File: src/pmx_pkg.sv
`timescale 1ns / 1ps
`default_nettype none
package pmx_pkg;

    localparam int LANES        = 8;
    localparam int MAX_SPEAKERS = 8;
    localparam int SUM_W        = 19;
    localparam int PROD_W       = SUM_W + 17;
    localparam int MAG_W        = PROD_W - 16;
    localparam int EXC_W        = 17;
    localparam int DIV5_SHIFT   = 18;

    localparam logic [MAG_W-1:0] KNEE      = MAG_W'(28000);
    localparam logic [15:0]      DIV5_MUL  = 16'd52429;
    localparam logic [MAG_W-1:0] POS_LIMIT = MAG_W'(32767);
    localparam logic [MAG_W-1:0] NEG_LIMIT = MAG_W'(32768);
    localparam logic [3:0]       CNT_MAX   = 4'(MAX_SPEAKERS);
    localparam logic [3:0]       CNT_LANES = 4'(LANES);

    typedef struct packed {
        logic [3:0]         speaker_count;
        logic [7:0]         present_mask;
        logic signed [15:0] sample_0;
        logic signed [15:0] sample_1;
        logic signed [15:0] sample_2;
        logic signed [15:0] sample_3;
        logic signed [15:0] sample_4;
        logic signed [15:0] sample_5;
        logic signed [15:0] sample_6;
        logic signed [15:0] sample_7;
        logic               packet_end;
    } t_in_word;

    typedef struct packed {
        logic signed [15:0] mixed_sample;
        logic               mixed_end;
    } t_out_word;

    // lane sum plus gain, with the direct result for zero or one speaker
    typedef struct packed {
        logic signed [SUM_W-1:0] sum;
        logic [15:0]             gain;
        logic                    bypass;
        logic signed [15:0]      bypass_val;
        logic                    last;
    } t_sum_word;

    typedef struct packed {
        logic signed [PROD_W-1:0] prod;
        logic                     bypass;
        logic signed [15:0]       bypass_val;
        logic                     last;
    } t_prod_word;

    // q16 gain, round(0.85 / sqrt(n) * 65536)
    function automatic logic [15:0] gain_q16(input logic [3:0] n);
        logic [15:0] g;
        unique case (n)
            4'd1:    g = 16'd55706;
            4'd2:    g = 16'd39390;
            4'd3:    g = 16'd32162;
            4'd4:    g = 16'd27853;
            4'd5:    g = 16'd24912;
            4'd6:    g = 16'd22742;
            4'd7:    g = 16'd21055;
            4'd8:    g = 16'd19695;
            default: g = 16'd0;
        endcase
        return g;
    endfunction

endpackage
`default_nettype wire

File: src/pmx_sum.sv
`timescale 1ns / 1ps
`default_nettype none
module pmx_sum (
    input  wire logic               i_clk,
    input  wire logic               i_rst_n,
    input  wire logic               i_valid,
    output logic                    o_ready,
    input  wire pmx_pkg::t_in_word  i_data,
    output logic                    o_valid,
    input  wire logic               i_ready,
    output pmx_pkg::t_sum_word      o_data
);
    import pmx_pkg::*;

    typedef struct packed {
        logic signed [16:0] pair0;
        logic signed [16:0] pair1;
        logic signed [16:0] pair2;
        logic signed [16:0] pair3;
        logic [3:0]         cnt;
        logic               bypass;
        logic signed [15:0] bypass_val;
        logic               last;
    } t_pair_word;

    logic signed [15:0] w_smp [8];
    logic signed [15:0] w_gated [8];
    logic [3:0]         w_cnt;
    logic [3:0]         w_lanes;
    t_pair_word         n_s1;
    t_pair_word         r_s1;
    logic               r_v1;
    t_sum_word          n_s2;
    t_sum_word          r_s2;
    logic               r_v2;
    logic               w_rdy1;
    logic               w_rdy2;

    assign w_smp[0] = i_data.sample_0;
    assign w_smp[1] = i_data.sample_1;
    assign w_smp[2] = i_data.sample_2;
    assign w_smp[3] = i_data.sample_3;
    assign w_smp[4] = i_data.sample_4;
    assign w_smp[5] = i_data.sample_5;
    assign w_smp[6] = i_data.sample_6;
    assign w_smp[7] = i_data.sample_7;

    always_comb begin
        w_cnt   = (i_data.speaker_count > CNT_MAX) ? CNT_MAX : i_data.speaker_count;
        w_lanes = (w_cnt > CNT_LANES) ? CNT_LANES : w_cnt;
        for (int k = 0; k < 8; k++) begin
            // only lanes inside the batch and present contribute
            if (i_data.present_mask[k] && (4'(k) < w_lanes)) begin
                w_gated[k] = w_smp[k];
            end else begin
                w_gated[k] = 16'sd0;
            end
        end
        n_s1.pair0 = 17'(w_gated[0]) + 17'(w_gated[1]);
        n_s1.pair1 = 17'(w_gated[2]) + 17'(w_gated[3]);
        n_s1.pair2 = 17'(w_gated[4]) + 17'(w_gated[5]);
        n_s1.pair3 = 17'(w_gated[6]) + 17'(w_gated[7]);
        n_s1.cnt    = w_cnt;
        n_s1.bypass = (w_cnt < 4'd2);
        n_s1.bypass_val = ((w_cnt == 4'd1) && i_data.present_mask[0]) ? i_data.sample_0
                                                                       : 16'sd0;
        n_s1.last = i_data.packet_end;
    end

    always_comb begin
        n_s2.sum = SUM_W'(r_s1.pair0) + SUM_W'(r_s1.pair1)
                 + SUM_W'(r_s1.pair2) + SUM_W'(r_s1.pair3);
        n_s2.gain       = gain_q16(r_s1.cnt);
        n_s2.bypass     = r_s1.bypass;
        n_s2.bypass_val = r_s1.bypass_val;
        n_s2.last       = r_s1.last;
    end

    assign w_rdy2  = !r_v2 || i_ready;
    assign w_rdy1  = !r_v1 || w_rdy2;
    assign o_ready = w_rdy1;
    assign o_valid = r_v2;
    assign o_data  = r_s2;

    always_ff @(posedge i_clk) begin
        if (!i_rst_n) begin
            r_v1 <= 1'b0;
            r_v2 <= 1'b0;
        end else begin
            if (w_rdy1) begin
                r_v1 <= i_valid;
            end
            if (w_rdy2) begin
                r_v2 <= r_v1;
            end
        end
    end

    always_ff @(posedge i_clk) begin
        if (w_rdy1 && i_valid) begin
            r_s1 <= n_s1;
        end
        if (w_rdy2 && r_v1) begin
            r_s2 <= n_s2;
        end
    end

endmodule
`default_nettype wire

File: src/pmx_scale.sv
`timescale 1ns / 1ps
`default_nettype none
module pmx_scale (
    input  wire logic                i_clk,
    input  wire logic                i_rst_n,
    input  wire logic                i_valid,
    output logic                     o_ready,
    input  wire pmx_pkg::t_sum_word  i_data,
    output logic                     o_valid,
    input  wire logic                i_ready,
    output pmx_pkg::t_prod_word      o_data
);
    import pmx_pkg::*;

    t_prod_word n_prod;
    t_prod_word r_prod;
    logic       r_v;
    logic       w_rdy;

    always_comb begin
        // gain is unsigned, widen by a zero bit for the signed multiply
        n_prod.prod = PROD_W'(i_data.sum) * PROD_W'($signed({1'b0, i_data.gain}));
        n_prod.bypass     = i_data.bypass;
        n_prod.bypass_val = i_data.bypass_val;
        n_prod.last       = i_data.last;
    end

    assign w_rdy   = !r_v || i_ready;
    assign o_ready = w_rdy;
    assign o_valid = r_v;
    assign o_data  = r_prod;

    always_ff @(posedge i_clk) begin
        if (!i_rst_n) begin
            r_v <= 1'b0;
        end else if (w_rdy) begin
            r_v <= i_valid;
        end
    end

    always_ff @(posedge i_clk) begin
        if (w_rdy && i_valid) begin
            r_prod <= n_prod;
        end
    end

endmodule
`default_nettype wire

File: src/pmx_limit.sv
`timescale 1ns / 1ps
`default_nettype none
module pmx_limit (
    input  wire logic                i_clk,
    input  wire logic                i_rst_n,
    input  wire logic                i_valid,
    output logic                     o_ready,
    input  wire pmx_pkg::t_prod_word i_data,
    output logic                     o_valid,
    input  wire logic                i_ready,
    output pmx_pkg::t_out_word       o_data
);
    import pmx_pkg::*;

    typedef struct packed {
        logic [MAG_W-1:0]   mag;
        logic [EXC_W-1:0]   excess;
        logic               over;
        logic               neg;
        logic               bypass;
        logic signed [15:0] bypass_val;
        logic               last;
    } t_knee_word;

    typedef struct packed {
        logic [MAG_W-1:0]         mag;
        logic [EXC_W+16-1:0]      qprod;
        logic                     over;
        logic                     neg;
        logic                     bypass;
        logic signed [15:0]       bypass_val;
        logic                     last;
    } t_div_word;

    logic [PROD_W-1:0] w_abs;
    logic [MAG_W-1:0]  w_mag;
    logic [MAG_W-1:0]  w_lim;
    logic [MAG_W-1:0]  w_q;
    t_knee_word        n_s4;
    t_knee_word        r_s4;
    logic              r_v4;
    t_div_word         n_s5;
    t_div_word         r_s5;
    logic              r_v5;
    t_out_word         n_s6;
    t_out_word         r_s6;
    logic              r_v6;
    logic              w_rdy4;
    logic              w_rdy5;
    logic              w_rdy6;

    // magnitude shift gives truncation toward zero
    always_comb begin
        w_abs = i_data.prod[PROD_W-1] ? (PROD_W'(0) - PROD_W'(i_data.prod))
                                      : PROD_W'(i_data.prod);
        w_mag = w_abs[PROD_W-1:16];
        n_s4.mag        = w_mag;
        n_s4.over       = (w_mag > KNEE);
        n_s4.excess     = EXC_W'(w_mag - KNEE);
        n_s4.neg        = i_data.prod[PROD_W-1];
        n_s4.bypass     = i_data.bypass;
        n_s4.bypass_val = i_data.bypass_val;
        n_s4.last       = i_data.last;
    end

    // excess / 5 as a reciprocal multiply, exact below 2^18
    always_comb begin
        n_s5.mag        = r_s4.mag;
        n_s5.qprod      = (EXC_W + 16)'(r_s4.excess) * (EXC_W + 16)'(DIV5_MUL);
        n_s5.over       = r_s4.over;
        n_s5.neg        = r_s4.neg;
        n_s5.bypass     = r_s4.bypass;
        n_s5.bypass_val = r_s4.bypass_val;
        n_s5.last       = r_s4.last;
    end

    always_comb begin
        w_q   = MAG_W'(r_s5.qprod >> DIV5_SHIFT);
        w_lim = r_s5.over ? (KNEE + w_q) : r_s5.mag;
        if (r_s5.bypass) begin
            n_s6.mixed_sample = r_s5.bypass_val;
        end else if (r_s5.neg) begin
            n_s6.mixed_sample = (w_lim > NEG_LIMIT) ? -16'sd32768
                                                    : 16'(NEG_LIMIT - w_lim) ^ 16'h8000;
        end else begin
            n_s6.mixed_sample = (w_lim > POS_LIMIT) ? 16'sd32767 : 16'(w_lim);
        end
        n_s6.mixed_end = r_s5.last;
    end

    assign w_rdy6  = !r_v6 || i_ready;
    assign w_rdy5  = !r_v5 || w_rdy6;
    assign w_rdy4  = !r_v4 || w_rdy5;
    assign o_ready = w_rdy4;
    assign o_valid = r_v6;
    assign o_data  = r_s6;

    always_ff @(posedge i_clk) begin
        if (!i_rst_n) begin
            r_v4 <= 1'b0;
            r_v5 <= 1'b0;
            r_v6 <= 1'b0;
        end else begin
            if (w_rdy4) begin
                r_v4 <= i_valid;
            end
            if (w_rdy5) begin
                r_v5 <= r_v4;
            end
            if (w_rdy6) begin
                r_v6 <= r_v5;
            end
        end
    end

    always_ff @(posedge i_clk) begin
        if (w_rdy4 && i_valid) begin
            r_s4 <= n_s4;
        end
        if (w_rdy5 && r_v4) begin
            r_s5 <= n_s5;
        end
        if (w_rdy6 && r_v5) begin
            r_s6 <= n_s6;
        end
    end

endmodule
`default_nettype wire

File: src/pcm16_multi_speaker_mixer_core.sv
// an accepted word is registered in r_s1, r_s2, r_prod, r_s4, r_s5 and r_s6 in order
// throughput: one word per cycle; every stage is a valid/ready register so a stall
//   holds words in place and bubbles are squeezed out
// the two multipliers (gain, divide-by-five reciprocal) each sit alone in a stage
// reset: synchronous active low, clears the stage valid bits only; no other state
`timescale 1ns / 1ps
`default_nettype none
module pcm16_multi_speaker_mixer_core (
    input  wire logic               i_clk,
    input  wire logic               i_rst_n,
    input  wire logic               i_in_valid,
    output logic                    o_in_ready,
    input  wire pmx_pkg::t_in_word  i_in_data,
    output logic                    o_out_valid,
    input  wire logic               i_out_ready,
    output pmx_pkg::t_out_word      o_out_data
);
    import pmx_pkg::*;

    logic       w_sum_valid;
    logic       w_sum_ready;
    t_sum_word  w_sum_data;
    logic       w_prod_valid;
    logic       w_prod_ready;
    t_prod_word w_prod_data;

    pmx_sum u_sum (
        .i_clk   (i_clk),
        .i_rst_n (i_rst_n),
        .i_valid (i_in_valid),
        .o_ready (o_in_ready),
        .i_data  (i_in_data),
        .o_valid (w_sum_valid),
        .i_ready (w_sum_ready),
        .o_data  (w_sum_data)
    );

    pmx_scale u_scale (
        .i_clk   (i_clk),
        .i_rst_n (i_rst_n),
        .i_valid (w_sum_valid),
        .o_ready (w_sum_ready),
        .i_data  (w_sum_data),
        .o_valid (w_prod_valid),
        .i_ready (w_prod_ready),
        .o_data  (w_prod_data)
    );

    pmx_limit u_limit (
        .i_clk   (i_clk),
        .i_rst_n (i_rst_n),
        .i_valid (w_prod_valid),
        .o_ready (w_prod_ready),
        .i_data  (w_prod_data),
        .o_valid (o_out_valid),
        .i_ready (i_out_ready),
        .o_data  (o_out_data)
    );

endmodule
`default_nettype wire
File: config.mk
export PLATFORM = sky130hd
export DESIGN_NAME = pcm16_multi_speaker_mixer_core
export DESIGN_NICKNAME = d
export VERILOG_FILES = /design/src/pmx_pkg.sv /design/src/pmx_sum.sv /design/src/pmx_scale.sv /design/src/pmx_limit.sv /design/src/pcm16_multi_speaker_mixer_core.sv
export SDC_FILE = /design/constraint.sdc
export NUM_CORES = 2
export LEC_CHECK = 0
export ABC_AREA = 1
export BUFFER_PORTS_ARGS = -buffer_cell sky130_fd_sc_hd__buf_2
export CORE_ASPECT_RATIO = 2
export CORE_MARGIN = 3
export CORE_UTILIZATION = 55
export CTS_BUF_LIST = sky130_fd_sc_hd__clkbuf_8 sky130_fd_sc_hd__clkbuf_16
export DETAILED_ROUTE_END_ITERATION = 8
export PLACE_DENSITY_LB_ADDON = 0.25
export SETUP_SLACK_MARGIN = 0.4
export SLEW_MARGIN = 30
export SYNTH_ARGS = -nofsm -noshare
export SYNTH_HDL_FRONTEND = slang
export SYNTH_HIERARCHICAL = 1
export SYNTH_SLANG_ARGS = --single-unit
File: constraint.sdc
create_clock -name i_clk -period 7.6 [get_ports i_clk]
set_input_delay 1.14 -clock i_clk [delete_from_list [all_inputs] [get_ports i_clk]]
set_output_delay 1.14 -clock i_clk [all_outputs]
set_load 0.02 [all_outputs]
Word-level counts from Yosys, hierarchy flattened

Memories as Yosys holds them, arrays and structs flattened. A register that Yosys moved wholly into a read port is not among the register bits.
Index checks and enable logic that the tools add are counted.
W data, S select, Z words.

Equal/unequal tests: 1
Bitwise logic cells: 1
Muxes and demuxes: 16
Reduce and logical (&&, ||, !) cells: 27
Add/sub/neg operators: 11
$lt $le $gt $ge: 14
$mul: 2

Operators by type and width:

| kind                     | count |
|---|---|
| $mux W16                 | 12 |
| $add A16 B16 Y17         | 4 |
| $gt A20 B15 Y1 const B   | 2 |
| $mul A19 B17 Y36         | 1 |
| $mux W36                 | 1 |
| $sub A1 B36 Y36 const A  | 1 |
| $mul A17 B16 Y33 const B | 1 |
| $gt A20 B16 Y1 const B   | 1 |
| $mux W20                 | 1 |
| $add A18 B17 Y19         | 1 |
| $add A19 B17 Y19         | 1 |
| $add A17 B17 Y18         | 1 |
| $sub A17 B15 Y17 const B | 1 |
| $add A15 B15 Y16 const A | 1 |
| $lt A3 B4 Y1 const A     | 4 |
| $sub A16 B16 Y16 const A | 1 |
| $logic_and A1 B1 Y1      | 15 |
| $gt A4 B4 Y1 const B     | 2 |
| $lt A1 B4 Y1 const A     | 2 |
| $lt A2 B4 Y1 const A     | 2 |
| $mux W4                  | 2 |
| $logic_not A1 Y1         | 6 |
| $logic_or A1 B1 Y1       | 6 |
| $eq A4 B1 Y1 const B     | 1 |
| other kinds (2)          | 2 |

Output and inout bits: 19
Memories: 1
Bits in registers: 334
Logic and storage cells: 111
Memory bits (read-only): 256
Bits of input ports: 145

Memories:

| memory           | words | bits a word | rd ports | clocked after Yosys merged registers in | write ports | RTL line      | source |
|---|---|---|---|---|---|---|---|
| (name not given) | 16    | 16          | 1        | 1                                       | 0           | pmx_pkg.sv:58 | `unique case (n)` |

Longest topological paths before layout

Depth after elaboration: 8
Gate-level depth with buffers: 28
Mapped depth without buffers: 25

Hierarchy

Netlist, hierarchy kept.

By module, submodules not included:

| module    | instances | sequential area each (µm²) | area each (µm²) | cells an instance |
|---|---|---|---|---|
| pmx_scale | 1         | 1641.6                     | 14337.5         | 1810 |
| pmx_limit | 1         | 3783.6                     | 11657.4         | 1346 |
| pmx_sum   | 1         | 4304.1                     | 11230.8         | 1464 |

Worst setup path before layout

No wires, ideal clock.

Kind: register -> register
Start point: register u_sum/o_data[22] (netlist name)
End point: register u_scale.r_prod (netlist bit u_scale/o_data[53]) (data pin)
Data arrival time: 5577 ps
Period minus slack after synthesis: 5829 ps
Setup time: 252 ps
Path buffers: 2
Cell stages (with the launch flop): 23
Data required time: 7348 ps
Setup slack: 1771 ps
Cell sequence: edfxtp_1 -> clkbuf_1 -> clkbuf_1 -> nand2_1 -> fa_1 -> fa_1 -> inv_1 -> fa_1 -> inv_1 -> fa_1 -> fa_1 -> fa_1 -> inv_1 -> ha_1 -> inv_1 -> nor3_1 -> nand2_1 -> inv_1 -> nand2_1 -> nand2_1 -> a21oi_1 -> nand2_1 -> nand2_1

RTL lines:

| item                   | RTL line        | source |
|---|---|---|
| end signal: assignment | pmx_scale.sv:43 | `r_prod <= n_prod;` |
| end: declaration       | pmx_scale.sv:16 | `t_prod_word r_prod;` |

==> results.sh <==
export IMPL_outcome="finished, final reports clean"
export IMPL_cp_top_family="adder cells"
export IMPL_r2r_end="u_scale/o_data[52]"
export IMPL_die_area_sq_um=71000
export IMPL_io_pin_count=164
export IMPL_syn2layout_area_growth_pct=7.77
export IMPL_drc=0
export IMPL_die_h_microns=374
export IMPL_via_count=29400
export IMPL_ys_ff_latch=326
export IMPL_cp_cell_sequence="nand2_1 > fa_1 > fa_1 > inv_1 > fa_1 > fa_1 > fa_1 > inv_1 > fa_1 > inv_1 > ha_1 > nand2_1 > nor2_1 > nand2_1 > nor3_1 > nand2_1 > nand3_1 > nand2_1"
export IMPL_hold_class="reg -> reg"
export IMPL_reg2reg_slack_ns=0.94
export IMPL_dr_pass1_iters=5
export IMPL_critPathArrivalTime_ns=7.03
export IMPL_tightest_slew_ns=1.04
export IMPL_drtAntennaViolNets=0
export IMPL_cp_slowest_cell="edfxtp_1"
export IMPL_hp_start="u_limit/n_s5[10]"
export IMPL_ys_seq_area_frac=0.261
export IMPL_drv_cap=0
export IMPL_syn_num_nets=5514
export IMPL_clk_latency_ns=0.62
export IMPL_diodes=0
export IMPL_rsz0062_at_grt="false"
export IMPL_clkSinkCount=326
export IMPL_hold_end="u_limit/r_s5[10]"
export IMPL_tns_ns=0
export IMPL_grt_pass1_wl_mm=165
export IMPL_max_freq_ghz=0.150
export IMPL_fin_crit_sh=0.877
export IMPL_slew_viol_final=0
export IMPL_overflow=0
export IMPL_ys_types=51
export IMPL_yosysTopAreaCellShare=0.258
export IMPL_htree_levels=1
export IMPL_synth_common_cells="inv_1 (1216), nand2_1 (1191), fa_1 (433), nor2_1 (365), edfxtp_1 (320)"
export IMPL_cp_start_kind="register"
export IMPL_critPathMaxStageDelay_ns=0.82
export IMPL_antenna_found_initial=0
export IMPL_synth_flop_cell="edfxtp_1"
export IMPL_cts_setup_buffers=0
export IMPL_syn_inst=4620
export IMPL_io_buffers=163
export IMPL_min_path_cells=0
export IMPL_drive_gt1_frac=0.0672
export IMPL_cts_resized_gates=0
export IMPL_grt_util_all_layers=0.309
export IMPL_cts_root_buffer="clkbuf_16"
export IMPL_synth_area_leaders="edfxtp_1 (26%), fa_1 (23%), inv_1 (12%), nand2_1 (12%), ha_1 (11%)"
export IMPL_yosysWarnings=6
export IMPL_cts_clk_slew_worst_paths_ns=0.07
export IMPL_coreArea_sq_um=66900
export IMPL_synth_edff_count=320
export IMPL_reg2reg_depth=18
export IMPL_cpMostUsedCell="fa_1"
export IMPL_clock_skew_ns=0.0240
export IMPL_clk_path_buf_depth=3
export IMPL_grt_pass1_vias=31600
export IMPL_cts_tree="yes"
export IMPL_critPathMaxFanout=19
export IMPL_die_x_microns=190
export IMPL_r2r_start="u_sum/o_data[21]"
export IMPL_grt_max_degree=64
export IMPL_hpwl_mm=91.8
export IMPL_place_congestion=1.05
export IMPL_drt_iter0_drc=1354
export IMPL_cp_buffers_inverters=3
export IMPL_critPathKind="reg -> reg"
export IMPL_initial_core_util=0.556
export IMPL_hold_buffers=0
export IMPL_synth_most_common_cell="inv_1"
export IMPL_async_flop_share=0
export IMPL_viasPerCell=5.20
export IMPL_synth_area_sq_um=37200
export IMPL_wire_per_inst_microns=19.0
export IMPL_fin_nets=5646
export IMPL_critPathRequiredTime_ns=7.97
export IMPL_finalHoldViolations=0
export IMPL_finalSetupViolations=0
export IMPL_min_period_ns=6.66
export IMPL_synth_largest_area_cell="edfxtp_1"
export IMPL_critical_path_endpoint_type="register"
export IMPL_rows=134
export IMPL_slew_headroom=0.308
export IMPL_avgSynthCellArea_sq_um=8.06
export IMPL_cts_buffers=31
export IMPL_wl_mm=108
[worst register-to-register path: stages (launching register included)]
cell and delay (ns):
edfxtp_1 0.82, nand2_1 0.23, fa_1 0.70, fa_1 0.81, inv_1 0.33, fa_1 0.62, fa_1 0.44, fa_1 0.54
inv_1 0.05, fa_1 0.52, inv_1 0.04, ha_1 0.39, nand2_1 0.17, nor2_1 0.24, nand2_1 0.10, nor3_1 0.14
nand2_1 0.12, nand3_1 0.10, nand2_1 0.05
[cell usage in the layout, fill, tap and decap left out, types with 9 or more instances in the layout]
master     count
nand3b_1      14
nor2_1       365
xnor2_1       13
buf_2        163
nand3_2       12
o21ai_0       67
nand4_1       21
nor2_2        14
o21bai_1      12
edfxtp_1     320
a21o_1        11
buf_4         29
xor2_1        73
nand3_1      177
inv_1       1217
clkbuf_16     31
inv_2         14
and2_1         9
nand2_1     1191
fa_1         433
nor3_1        29
ha_1         316
nand2_2       12
a21oi_1      154
[how the worst max path moves through the flow]
stage                                start            endpoint  slack [ns]  cells after the start
after floorplan           u_sum/o_data[22]  u_scale/o_data[53]        1.77                     22
after global placement    u_sum/o_data[29]  u_scale/o_data[41]        0.97                     19
after detailed placement  u_sum/o_data[29]  u_scale/o_data[41]        0.93                     19
after CTS                 u_sum/o_data[29]  u_scale/o_data[41]        0.93                     19
after global routing      u_sum/o_data[21]  u_scale/o_data[53]        0.63                     20
final                     u_sum/o_data[21]  u_scale/o_data[52]        0.94                     18
[metrics by stage]
| step | std cells | hold WS [ns] | area (sq um) | util | worst slack (ns) |
|---|---|---|---|---|---|
| 6_report | 5660 | 0.414 | 40100 | 0.600 | 0.937 |
| 5_1_grt | 5660 | 0.420 | 40100 | 0.600 | 0.635 |
| 4_1_cts | 5659 | 0.418 | 40100 | 0.599 | 0.929 |
| 3_5_place_dp | 5602 | 0.405 | 39000 | 0.583 | 0.927 |
| 3_3_place_gp | 5602 | 0.401 | 39000 | 0.583 | 0.970 |
| 2_1_floorplan | 4620 | 0.400 | 37200 | - | 1.77 |
[state kept, by name, summed over array words and instances (netlist names)]
| signal | count |
|---|---|
| u_sum/r_s1 | 72 |
| u_limit/r_s5 | 54 |
| u_scale/o_data | 54 |
| u_sum/o_data | 52 |
| u_limit/n_s5 | 40 |
| u_sum/n_s2 | 18 |
| u_limit/o_data | 17 |
| u_limit/r_s4 | 12 |
| u_limit/n_s6 | 1 |
| u_limit/o_valid | 1 |
| u_limit/r_v4 | 1 |
| u_limit/r_v5 | 1 |
| u_scale/o_valid | 1 |
| u_sum/o_valid | 1 |
| u_sum/r_v1 | 1 |
[metal layers]
metal,vias to the layer above,global-route usage,share of wire
li1,14100,-,-
met3,510,0.0412,0.039
met5,-,0,0
met4,0,0.300,0.12
met2,916,0.618,0.56
met1,13900,0.234,0.27
[cells by family (layout without fill, tap and decap cells)]
| group | after synthesis | count (layout) | synth area share |
|---|---|---|---|
| flops | 326 | 326 | 0.261 |
| simple gates | 1861 | 1861 | 0.204 |
| fa+ha+maj | 749 | 749 | 0.339 |
| compound gates | 274 | 274 | 0.0405 |
| buf+inv | 1324 | 1480 | 0.135 |
| xor+xnor | 86 | 86 | 0.0202 |
[area by class of cell]
class / instances / area (sq um)
clock buffers: 33 / 803
clock inverters: 24 / 298
fillers: 6099 / 26800
inverters: 1230 / 4620
multi-input cells: 2970 / 22500
flip-flops and latches: 326 / 9730
well taps: 884 / 1110
repair buffers: 193 / 1050
Power is left out: the tool's default activity adds up to more than one toggle a clock period on the data nets, which glitch-free logic cannot reach.
